$ cat src/assert_macros.svh
// Assertion macros used by the RTL file of the validator.
`ifndef ASSERT_MACROS_SVH
`define ASSERT_MACROS_SVH

// Same-cycle implication, sampled on clk, off while in reset.
`define CHK_IMPLY(lbl, a, b) \
  lbl: assert property (@(posedge clk) disable iff (!rst_n) (a) |-> (b)) \
    else $error("same-cycle check failed");

// Next-cycle implication, sampled on clk, off while in reset.
`define CHK_NEXT(lbl, a, b) \
  lbl: assert property (@(posedge clk) disable iff (!rst_n) (a) |=> (b)) \
    else $error("next-cycle check failed");

`endif

$ cat src/hlv_pkg.sv
// Types and constants of the host name label validator.
package hlv_pkg;

  localparam int CodeW    = 16;
  localparam int CharW    = 7;
  localparam int LabelW   = 7;
  localparam int KeptW    = 9;
  localparam int MaxLblW  = 6;
  localparam int MaxNameW = 8;
  localparam int CfgDataW = 8;
  localparam int CfgIdxW  = 1;
  localparam int OutDataW = 24;

  localparam logic [LabelW-1:0]   LabelSat     = 7'd127;
  localparam logic [KeptW-1:0]    KeptSat      = 9'd511;
  localparam logic [CharW-1:0]    CaseShift    = 7'd32;
  localparam logic [MaxLblW-1:0]  MaxLblReset  = 6'd63;
  localparam logic [MaxNameW-1:0] MaxNameReset = 8'd255;

  // Configuration register indexes
  localparam logic [CfgIdxW-1:0] RegMaxLabel = 1'b0;
  localparam logic [CfgIdxW-1:0] RegMaxName  = 1'b1;

  // Result kinds
  localparam logic KindChar    = 1'b0;
  localparam logic KindVerdict = 1'b1;

  // ASCII codes with a role of their own
  localparam logic [CodeW-1:0] ChPeriod = 16'h002E;
  localparam logic [CodeW-1:0] ChHyphen = 16'h002D;

  typedef struct packed {
    logic              kind;
    logic [CharW-1:0]  out_char;
    logic              host_valid;
    logic [KeptW-1:0]  name_length;
  } result_t;

endpackage

$ cat src/hostname_label_validator.sv
// Top level of the host name label validator.
//
// Input stream: one UTF-16 code unit per word on in_tdata; in_tlast marks
// the end of the text and asks for the verdict (its code is ignored).
// Leading units that are not letters or digits are skipped; letters,
// digits, periods and hyphens are then copied out, upper case folded to
// lower case, other units dropped; the first whitespace ends the copying.
// Output stream: out_tuser = 0 carries a kept character, out_tuser = 1 the
// verdict (valid flag and kept count, saturating at 511), after which the
// block starts on a new name.
// Flow: one word is accepted each cycle while in_tready is high; a result
// is registered in the output or the skid register. The per-word state
// update is a few compares and two small saturating counters.
// Stall: a two-entry output buffer (output register plus skid register)
// keeps in_tready high while one result waits; in_tready drops only when
// both entries are full. Words that make no result pass with no slot used.
// Reset (synchronous, rst_n low) empties the buffer, clears the scan state
// and loads the limits with 63 and 255. Limits are written through cfg_we /
// cfg_index / cfg_wdata, by users only while the block is idle; unchecked.
`include "assert_macros.svh"

module hostname_label_validator (
  input  logic                              clk,
  input  logic                              rst_n,
  // in_tdata fields, low bit up: code[15:0]
  input  logic                              in_tvalid,
  output logic                              in_tready,
  input  logic [hlv_pkg::CodeW-1:0]         in_tdata,
  input  logic                              in_tlast,
  // out_tdata fields, low bit up: out_char[6:0], host_valid[7],
  // name_length[16:8], zero fill[23:17]
  output logic                              out_tvalid,
  input  logic                              out_tready,
  output logic [hlv_pkg::OutDataW-1:0]      out_tdata,
  // out_tuser fields, low bit up: kind[0]
  output logic                              out_tuser,
  input  logic                              cfg_we,
  input  logic [hlv_pkg::CfgIdxW-1:0]       cfg_index,
  input  logic [hlv_pkg::CfgDataW-1:0]      cfg_wdata
);

  typedef enum logic [1:0] {
    PH_SKIP = 2'd0,
    PH_COPY = 2'd1,
    PH_STOP = 2'd2
  } phase_t;

  phase_t                          phase_r, phase_nxt;
  logic [hlv_pkg::LabelW-1:0]      label_cnt_r, label_cnt_nxt;
  logic [hlv_pkg::KeptW-1:0]       kept_cnt_r, kept_cnt_nxt;
  logic                            hyph_r, hyph_nxt;
  logic                            vsf_r, vsf_nxt;
  logic [hlv_pkg::MaxLblW-1:0]     max_lbl_r;
  logic [hlv_pkg::MaxNameW-1:0]    max_name_r;

  logic                            out_valid_r, skid_valid_r;
  hlv_pkg::result_t                out_r, skid_r;

  logic                            in_acc;
  logic                            res_vld;
  hlv_pkg::result_t                res;

  logic [hlv_pkg::CodeW-1:0]       c;
  logic                            c_lower, c_upper, c_digit, c_space, c_alnum;
  logic [hlv_pkg::LabelW-1:0]      label_inc;
  logic                            label_over;
  logic [hlv_pkg::KeptW-1:0]       kept_inc;
  logic                            copy_now;
  logic                            verdict_ok;

  assign in_tready = !skid_valid_r;
  assign in_acc    = in_tvalid && in_tready;

  // Character classes
  assign c       = in_tdata;
  assign c_lower = (c >= 16'h0061) && (c <= 16'h007A);
  assign c_upper = (c >= 16'h0041) && (c <= 16'h005A);
  assign c_digit = (c >= 16'h0030) && (c <= 16'h0039);
  assign c_alnum = c_lower || c_upper || c_digit;
  assign c_space = c inside {[16'h0009:16'h000D], 16'h0020, 16'h0085, 16'h00A0,
                             16'h1680, [16'h2000:16'h200A], 16'h2028, 16'h2029,
                             16'h202F, 16'h205F, 16'h3000};

  // Saturating counters and limit checks
  assign label_inc  = (label_cnt_r < hlv_pkg::LabelSat) ? label_cnt_r + 7'd1 : label_cnt_r;
  assign label_over = label_inc > {1'b0, max_lbl_r};
  assign kept_inc   = (kept_cnt_r < hlv_pkg::KeptSat) ? kept_cnt_r + 9'd1 : kept_cnt_r;
  assign copy_now   = (phase_r == PH_COPY) || ((phase_r == PH_SKIP) && c_alnum);
  assign verdict_ok = vsf_r && (label_cnt_r != '0) && !hyph_r &&
                      !(kept_cnt_r > {1'b0, max_name_r});

  // Per-word scan step
  always_comb begin
    phase_nxt     = phase_r;
    label_cnt_nxt = label_cnt_r;
    kept_cnt_nxt  = kept_cnt_r;
    hyph_nxt      = hyph_r;
    vsf_nxt       = vsf_r;
    res_vld       = 1'b0;
    res           = '0;
    if (in_tlast) begin
      res_vld          = 1'b1;
      res.kind         = hlv_pkg::KindVerdict;
      res.host_valid   = verdict_ok;
      res.name_length  = kept_cnt_r;
      phase_nxt        = PH_SKIP;
      label_cnt_nxt    = '0;
      kept_cnt_nxt     = '0;
      hyph_nxt         = 1'b0;
      vsf_nxt          = 1'b1;
    end else if (copy_now) begin
      phase_nxt = PH_COPY;
      res.kind  = hlv_pkg::KindChar;
      if (c_space) begin
        phase_nxt = PH_STOP;
      end else if (c_lower || c_digit || c_upper) begin
        res_vld       = 1'b1;
        label_cnt_nxt = label_inc;
        if (label_over) vsf_nxt = 1'b0;
        hyph_nxt      = 1'b0;
        res.out_char  = c_upper ? c[hlv_pkg::CharW-1:0] + hlv_pkg::CaseShift
                                : c[hlv_pkg::CharW-1:0];
      end else if (c == hlv_pkg::ChPeriod) begin
        res_vld       = 1'b1;
        if ((label_cnt_r == '0) || hyph_r) vsf_nxt = 1'b0;
        label_cnt_nxt = '0;
        hyph_nxt      = 1'b0;
        res.out_char  = c[hlv_pkg::CharW-1:0];
      end else if (c == hlv_pkg::ChHyphen) begin
        res_vld       = 1'b1;
        if ((label_cnt_r == '0) || label_over) vsf_nxt = 1'b0;
        label_cnt_nxt = label_inc;
        hyph_nxt      = 1'b1;
        res.out_char  = c[hlv_pkg::CharW-1:0];
      end
      if (res_vld) kept_cnt_nxt = kept_inc;
    end
  end

  // Scan state, limit registers, output register and skid register
  always_ff @(posedge clk) begin
    if (!rst_n) begin
      phase_r      <= PH_SKIP;
      label_cnt_r  <= '0;
      kept_cnt_r   <= '0;
      hyph_r       <= 1'b0;
      vsf_r        <= 1'b1;
      max_lbl_r    <= hlv_pkg::MaxLblReset;
      max_name_r   <= hlv_pkg::MaxNameReset;
      out_valid_r  <= 1'b0;
      skid_valid_r <= 1'b0;
    end else begin
      if (in_acc) begin
        phase_r     <= phase_nxt;
        label_cnt_r <= label_cnt_nxt;
        kept_cnt_r  <= kept_cnt_nxt;
        hyph_r      <= hyph_nxt;
        vsf_r       <= vsf_nxt;
      end
      if (cfg_we) begin
        case (cfg_index)
          hlv_pkg::RegMaxLabel: max_lbl_r  <= cfg_wdata[hlv_pkg::MaxLblW-1:0];
          hlv_pkg::RegMaxName:  max_name_r <= cfg_wdata[hlv_pkg::MaxNameW-1:0];
          default: ;
        endcase
      end
      // Output word moves on, or a new word parks in the skid register
      if (out_valid_r && out_tready) begin
        if (skid_valid_r) begin
          out_r        <= skid_r;
          skid_valid_r <= 1'b0;
        end else begin
          out_valid_r <= in_acc && res_vld;
          out_r       <= res;
        end
      end else if (out_valid_r) begin
        if (in_acc && res_vld) begin
          skid_valid_r <= 1'b1;
          skid_r       <= res;
        end
      end else begin
        out_valid_r <= in_acc && res_vld;
        out_r       <= res;
      end
    end
  end

  assign out_tvalid = out_valid_r;
  assign out_tuser  = out_r.kind;
  assign out_tdata  = {{(hlv_pkg::OutDataW - hlv_pkg::CharW - 1 - hlv_pkg::KeptW){1'b0}},
                       out_r.name_length, out_r.host_valid, out_r.out_char};

  // Checks
  `CHK_IMPLY(a_skid_behind_out, skid_valid_r, out_valid_r)
  `CHK_IMPLY(a_verdict_no_char, out_valid_r && out_tuser, out_tdata[6:0] == 7'd0)
  `CHK_IMPLY(a_char_no_verdict, out_valid_r && !out_tuser, out_tdata[16:7] == 10'd0)
  `CHK_IMPLY(a_skip_nothing_kept, phase_r == PH_SKIP, kept_cnt_r == '0 && label_cnt_r == '0)
  `CHK_NEXT(a_end_clears, in_acc && in_tlast, phase_r == PH_SKIP && kept_cnt_r == '0 && vsf_r)

endmodule

$ cat config.mk
export PLATFORM = sky130hd
export DESIGN_NAME = hostname_label_validator
export DESIGN_NICKNAME = d
export VERILOG_FILES = /design/src/hlv_pkg.sv /design/src/hostname_label_validator.sv
export VERILOG_INCLUDE_DIRS = /design/src /design/src/src
export SDC_FILE = /design/constraint.sdc
export NUM_CORES = 1
export LEC_CHECK = 0
export BUFFER_PORTS_ARGS = -buffer_cell sky130_fd_sc_hd__buf_2
export CORE_ASPECT_RATIO = 0.7
export CORE_MARGIN = 3
export CORE_UTILIZATION = 52
export DETAILED_ROUTE_END_ITERATION = 16
export PLACE_DENSITY = 0.76
export SLEW_MARGIN = 20
export SYNTH_ARGS = -nofsm -noshare
export SYNTH_HDL_FRONTEND = slang
export SYNTH_SLANG_ARGS = --single-unit
export TNS_END_PERCENT = 30
$ cat constraint.sdc
create_clock -name clk -period 2.3 [get_ports clk]
set_input_delay 0.115 -clock clk [delete_from_list [all_inputs] [get_ports clk]]
set_output_delay 0.115 -clock clk [all_outputs]
set_load 0.02 [all_outputs]
Word level (Yosys, flattened, before mapping)
Index checks and enable logic that the tools add are counted.
{"block": "totals", "inputBits": 31, "elab_cells": 147, "regBits": 72, "output_inout_bits": 27}
{"block": "op_classes", "addsub": 3, "muxes": 52, "bitwise": 3, "n_reduce_logical": 41, "eq_ne": 17, "order_cmp": 14}
{"op": "2-to-1 mux 7 bit", "count": 14}
{"op": "equality test 16 x 14 -> 1 bit, second input constant", "count": 5}
{"op": "2-to-1 mux 18 bit", "count": 3}
{"op": "equality test 16 x 6 -> 1 bit, second input constant", "count": 3}
{"op": "2-to-1 mux 9 bit", "count": 4}
{"op": "equality test 16 x 8 -> 1 bit, second input constant", "count": 2}
{"op": ">= comparator 16 x 7 -> 1 bit, second input constant", "count": 2}
{"op": "<= comparator 16 x 7 -> 1 bit, second input constant", "count": 2}
{"op": "2-to-1 mux 1 bit", "count": 27}
{"op": "equality test 16 x 13 -> 1 bit, second input constant", "count": 1}
{"op": ">= comparator 16 x 14 -> 1 bit, second input constant", "count": 1}
{"op": ">= comparator 16 x 4 -> 1 bit, second input constant", "count": 1}
{"op": ">= comparator 16 x 6 -> 1 bit, second input constant", "count": 1}
{"op": "<= comparator 16 x 14 -> 1 bit, second input constant", "count": 1}
{"op": "<= comparator 16 x 4 -> 1 bit, second input constant", "count": 1}
{"op": "<= comparator 16 x 6 -> 1 bit, second input constant", "count": 1}
{"op": "logical AND 1 bit", "count": 12}
{"op": "AND reduction 4 bit", "count": 3}
{"op": "nonzero test 11 bit", "count": 1}
{"op": "2-to-1 mux 10 bit", "count": 1}
{"op": "AND reduction 2 bit", "count": 5}
{"op": "adder 9 x 1 -> 9 bit, second input constant", "count": 1}
{"op": "> comparator 9 x 8 -> 1 bit", "count": 1}
{"op": "< comparator 9 bit, second input constant", "count": 1}
{"op": "other kinds (20)", "count": 36}

Logic depth before layout (Yosys ltp)
{"block": "logic_depth", "depth_word": 13, "depth_mapped": 12}

Worst setup path after synthesis
No wires, ideal clock.
{"block": "synth_path", "path_kind": "input port to flip-flop", "from": "in rst_n", "to": "reg out_r, in the netlist out_tdata[0] (enable)", "arrival_time_ns": 2.065, "slack_ns": -0.186, "setup_ns": 0.421, "path_buffers": 2, "path_stages": 3, "t_required_ns": 1.879, "cell_sequence": "clkbuf_1 clkbuf_1 a21boi_0"}
{"block": "synth_between", "elab_chain_len": 1}
{"element": "start: declaration", "line_no": "hostname_label_validator.sv:24", "rtl": "input logic rst_n,"}
{"element": "AND reduction 2 bit (no line)"}
{"element": "end signal: assignment", "line_no": "hostname_label_validator.sv:170", "rtl": "out_r <= skid_r;"}
{"element": "end signal: assignment", "line_no": "hostname_label_validator.sv:174", "rtl": "out_r <= res;"}
{"element": "end signal: assignment", "line_no": "hostname_label_validator.sv:183", "rtl": "out_r <= res;"}
{"element": "end: declaration", "line_no": "hostname_label_validator.sv:57", "rtl": "hlv_pkg::result_t out_r, skid_r;"}
No other way between the ends.
A chain may end at the register's enable or synchronous reset.

Final worst setup path
{"block": "layout_path", "from": "reg label_cnt_r[4] (netlist bit)", "to": "reg vsf_r"}
{"block": "layout_between", "elab_chain_len": 6, "word_cells_on_any_way": 11, "classes_between": "1 x add/sub; 2 x order compare; 2 x eq/ne; 1 x mux; 5 x reduce/logical"}
{"element": "start: declaration", "line_no": "hostname_label_validator.sv:49", "rtl": "logic [hlv_pkg::LabelW-1:0] label_cnt_r, label_cnt_nxt;"}
{"element": "start signal: assignment", "line_no": "hostname_label_validator.sv:155", "rtl": "label_cnt_r <= label_cnt_nxt;"}
{"element": "adder 7 x 1 -> 7 bit / < comparator 7 bit (equally long branches)", "line_no": "hostname_label_validator.sv:85", "rtl": "assign label_inc = (label_cnt_r < hlv_pkg::LabelSat) ? label_cnt_r + 7'd1 : label_cnt_r;"}
{"element": "2-to-1 mux 7 bit", "line_no": "hostname_label_validator.sv:85"}
{"element": "> comparator 7 x 6 -> 1 bit", "line_no": "hostname_label_validator.sv:86", "rtl": "assign label_over = label_inc > {1'b0, max_lbl_r};"}
{"element": "logical OR 1 bit", "line_no": "hostname_label_validator.sv:131", "rtl": "if ((label_cnt_r == '0) || label_over) vsf_nxt = 1'b0;"}
{"element": "nonzero test 4 bit (no line)"}
{"element": "AND reduction 7 bit (no line) *"}
{"element": "end signal: assignment", "line_no": "hostname_label_validator.sv:158", "rtl": "vsf_r <= vsf_nxt;"}
{"element": "end: declaration", "line_no": "hostname_label_validator.sv:52", "rtl": "logic vsf_r, vsf_nxt;"}
Every way passes the cells marked *; elsewhere a longest branch is shown, timed or not.

==> flow_summary.toml <==
[clocking]
clk_pin_slew_ns = 0.09
cts_tree = "built"
numCtsBuffers = 9
cts_sinks = 72
cts-root-buf = "clkbuf_8"
clk_path_buf_depth = 2
cts-htree-levels = 3
clock_latency_ns = 0.36

[min_path]
hp-start = "cfg_wdata[2]"
min_path_type = "primary input to register"
holdPathEnd = "max_name_r[2]"
hold_path_depth = 3

[route]
drc = 0
ant_nets = 0
routedWlPerCell_um = 15.4
drt_first_pass_iters = 6
vias = 3601
drt_iter0_drc = 296
vias_per_cell = 5.77
routed_wl_um = 9630

[outcome]
status = "complete, no violations"

[global_routing]
grt_use_total_pct = 21.7
grt_overflow = 0
antenna_found_initial = 0
grt_max_degree = 23
grt_pass1_vias = 3219
grt_pass1_wl_um = 15700

[logic_synthesis]
synth_top_area_share_pct = 26.5
ys_top_cells_by_area = "edfxtp_1 26%, dfxtp_1 18%, nand2_1 7.8%"
syn_inst = 447
synth-main-ff-cell = "edfxtp_1"
yosysSeqAreaShare_pct = 44.1
muxShareOfSynthArea_pct = 1.53
synth-seq-cells = 72
synth_compound_area_share_pct = 15.8
synth_top_family_by_area = "simple AND/OR/NAND/NOR gates"
yosys.area_share.simple_pct = 25.0
ys_warn_count = 0
synth.distinct_cells = 65
synth_edf_count = 36
synth_xor_xnor_area_share_pct = 1.29
synth_top_area_cell = "edfxtp_1"
syn_area_um2 = 4090
async_reset_ff_share_pct = 0
synth_fa_ha_area_share_pct = 6.12
synth_area_per_cell_um2 = 9.14

[pwr]
combPwrFrac_pct = 11.9
internal_power_mw = 1.90
power_leakage_nw = 2.00
power_density_nw_per_um2 = 549
switching_share_pct = 28.4
power.share.sequential_pct = 52.3
peakVddDrop_uv = 274
clkPwrFrac_pct = 35.8
p_switching_mw = 0.753

[critical_path]
r2r-end = "vsf_r"
endpoint_kind = "register"
worstRegToRegCells = 11
critPathSlowestCell = "dfxtp_2"
crit_chain = "and3_4 > and3_4 > nand3_4 > nand4_1 > xnor2_2 > ha_1 > a211oi_2 > o21ai_1 > o211ai_1 > o2111ai_1 > a21oi_1"
crit_top_cell = "and3_4"
cpPeakStageDelay_ns = 0.33
criticalPathCategory = "register to register"
critPathMaxFanout = 3
rrSetupSlack_ns = 0.01
cp.required_ns = 2.58
critPathArrivalTime_ns = 2.57
critPathLaunchType = "register"
crit-reg2reg-launch = "label_cnt_r[4]"

[sta]
fin_skew_ns = 0.0137
finalCriticalPeriod_ns = 2.29
relSlewSlack_pct = 51.4
min_period_over_period_pct = 99.4
setup_viol = 0
finalHoldViolCount = 0
worstMarginPinSlew_ns = 0.729
rsz0062_at_grt = "true"
tns_ns = 0
drv_slew = 0
fmax_mhz = 437

[floorplanning]
start_util_pct = 54.9
chipWidth_um = 112
core.rowCount = 26
die_area_um2 = 8980
core_um2 = 7450
io_pins = 58
die_h_um = 80.2

[finish]
final_util_pct = 64.9
final_common_cell = "nand2_1"
design_area_um2 = 4830
final_cells = 624
drive_gt1_share_pct = 22.4
n_antenna_cell = 0
area_growth_pct = 18.3
mostFrequentLayoutCells = "85 x nand2_1, 50 x buf_2, 36 x edfxtp_1, 34 x dfxtp_1, 34 x buf_4"
fill_cells = 603
final_nets = 572

[place]
gp_congestion = 0.874
dpl.hpwl_um = 6850
portBuffers = 50
placed_area_um2 = 4560
post-place-cells = 602

[run]
maxCapViolations = 0
-- power groups by stage --
stage	logic (mW)	registers [mW]	clock network (mW)
after floorplan	0.177	1.44	0
after global placement	0.295	1.42	0
after detailed placement	0.305	1.42	0
after CTS	0.312	1.39	0.973
after global routing	0.347	1.39	1.03
final	0.315	1.39	0.951
-- cell usage after synthesis (2+ instances only) --
| cell type | instances |
|---|---|
| a31oi_1 | 5 |
| a21boi_0 | 4 |
| and3_1 | 6 |
| edfxtp_1 | 36 |
| and2_1 | 15 |
| a21o_1 | 3 |
| buf_2 | 2 |
| nand2_1 | 85 |
| nor4_1 | 6 |
| nand4b_1 | 3 |
| ha_1 | 20 |
| xnor2_1 | 4 |
| o31ai_1 | 3 |
| o41ai_1 | 3 |
| or2_1 | 2 |
| o21ai_0 | 16 |
| nor2b_1 | 7 |
| buf_4 | 7 |
| a21oi_1 | 13 |
| o211ai_1 | 15 |
| buf_6 | 2 |
| or3_1 | 7 |
| nor3_1 | 5 |
| nand4_1 | 14 |
| a211oi_1 | 2 |
| nand3_1 | 7 |
| dfxtp_1 | 36 |
| nor3b_1 | 2 |
| inv_1 | 25 |
| o21ai_1 | 6 |
| mux2_2 | 2 |
| and4b_1 | 2 |
| or4_1 | 3 |
| nor2_1 | 18 |
| o21a_1 | 3 |
| mux2i_1 | 4 |
| nand2b_1 | 4 |
| nand3b_1 | 5 |
| xor2_1 | 2 |
| clkbuf_1 | 18 |
-- kinds of logic after synthesis --
| group | count (synthesis) |
|---|---|
| DFF | 72 |
| other | 1 |
| muxes | 6 |
| buffers and inverters | 55 |
| and+or+nand+nor | 197 |
| xor gates and xnor gates | 6 |
| adders and majority gates | 20 |
| AOI/OAI and AO/OA | 90 |
-- registers in the layout (all words and copies together), names as in the netlist, 2 cells and up --
register,cells
kept_cnt_r,9
label_cnt_r,7
max_lbl_r,6
max_name_r,8
out_tdata,17
phase_r,2
skid_r,18
-- how the worst max path moves through the flow --
stage                              start            end  slack (ns)  cells after the start
after floorplan              in_tdata[7]   skid_valid_r        0.13                      8
after global placement       in_tdata[7]  kept_cnt_r[2]        0.01                      9
after detailed placement     in_tdata[2]   skid_valid_r       -0.06                     10
after CTS                 label_cnt_r[4]          vsf_r       0.002                     11
after global routing      label_cnt_r[4]          vsf_r       -0.12                     12
final                     label_cnt_r[4]          vsf_r        0.01                     11
-- cell type report --
class                      count  area, µm²  share of cell area, %
multi-input combinational    326       2090                   43.3
sequential                    72       1800                   37.3
timing repair buffer          87        536                   11.1
clock buffer                   9        124                   2.56
tap                           98        123                   2.54
inverter                      25       93.8                   1.94
clock inverter                 7       60.1                   1.24
-- critical path, delay by kind of cell (launching register included) --
kind,cells,cell delay [ns]
AOI/OAI and AO/OA,5,0.76
and+or+nand+nor,4,0.60
DFF,1,0.33
adders and majority gates,1,0.33
xor gates and xnor gates,1,0.18
-- layer usage --
metal	global-route usage, %	part of all wire [%]	up-vias	wire [µm]
li1	-	-	1755	-
met5	0	0	-	0
met3	5.65	7.8	11	753
met2	34.6	45	154	4320
met1	29.6	46	1681	4440
met4	5.16	1.1	0	108
-- through the flow --
step,power [mW],hold WS [ns],worst slack [ns]
global placement,1.71,0.344,0.0108
detailed placement,1.72,0.348,-0.0580
global route,2.76,0.0115,-0.120
finish,2.65,0.0108,0.0137
floorplan,1.61,0.214,0.127
CTS,2.67,0.00271,0.00209
-- what timing repair did --
item | in CTS | in global routing
setup endpoints to repair | 1 | 3
setup buffers | 0 | 3
hold buffers | 3 | 0
resized for setup | 2 | 8
endpoints found under the hold margin | 4 | 0
pin swaps | 1 | 6
No activity file was read; power rests on OpenSTA's default activity.
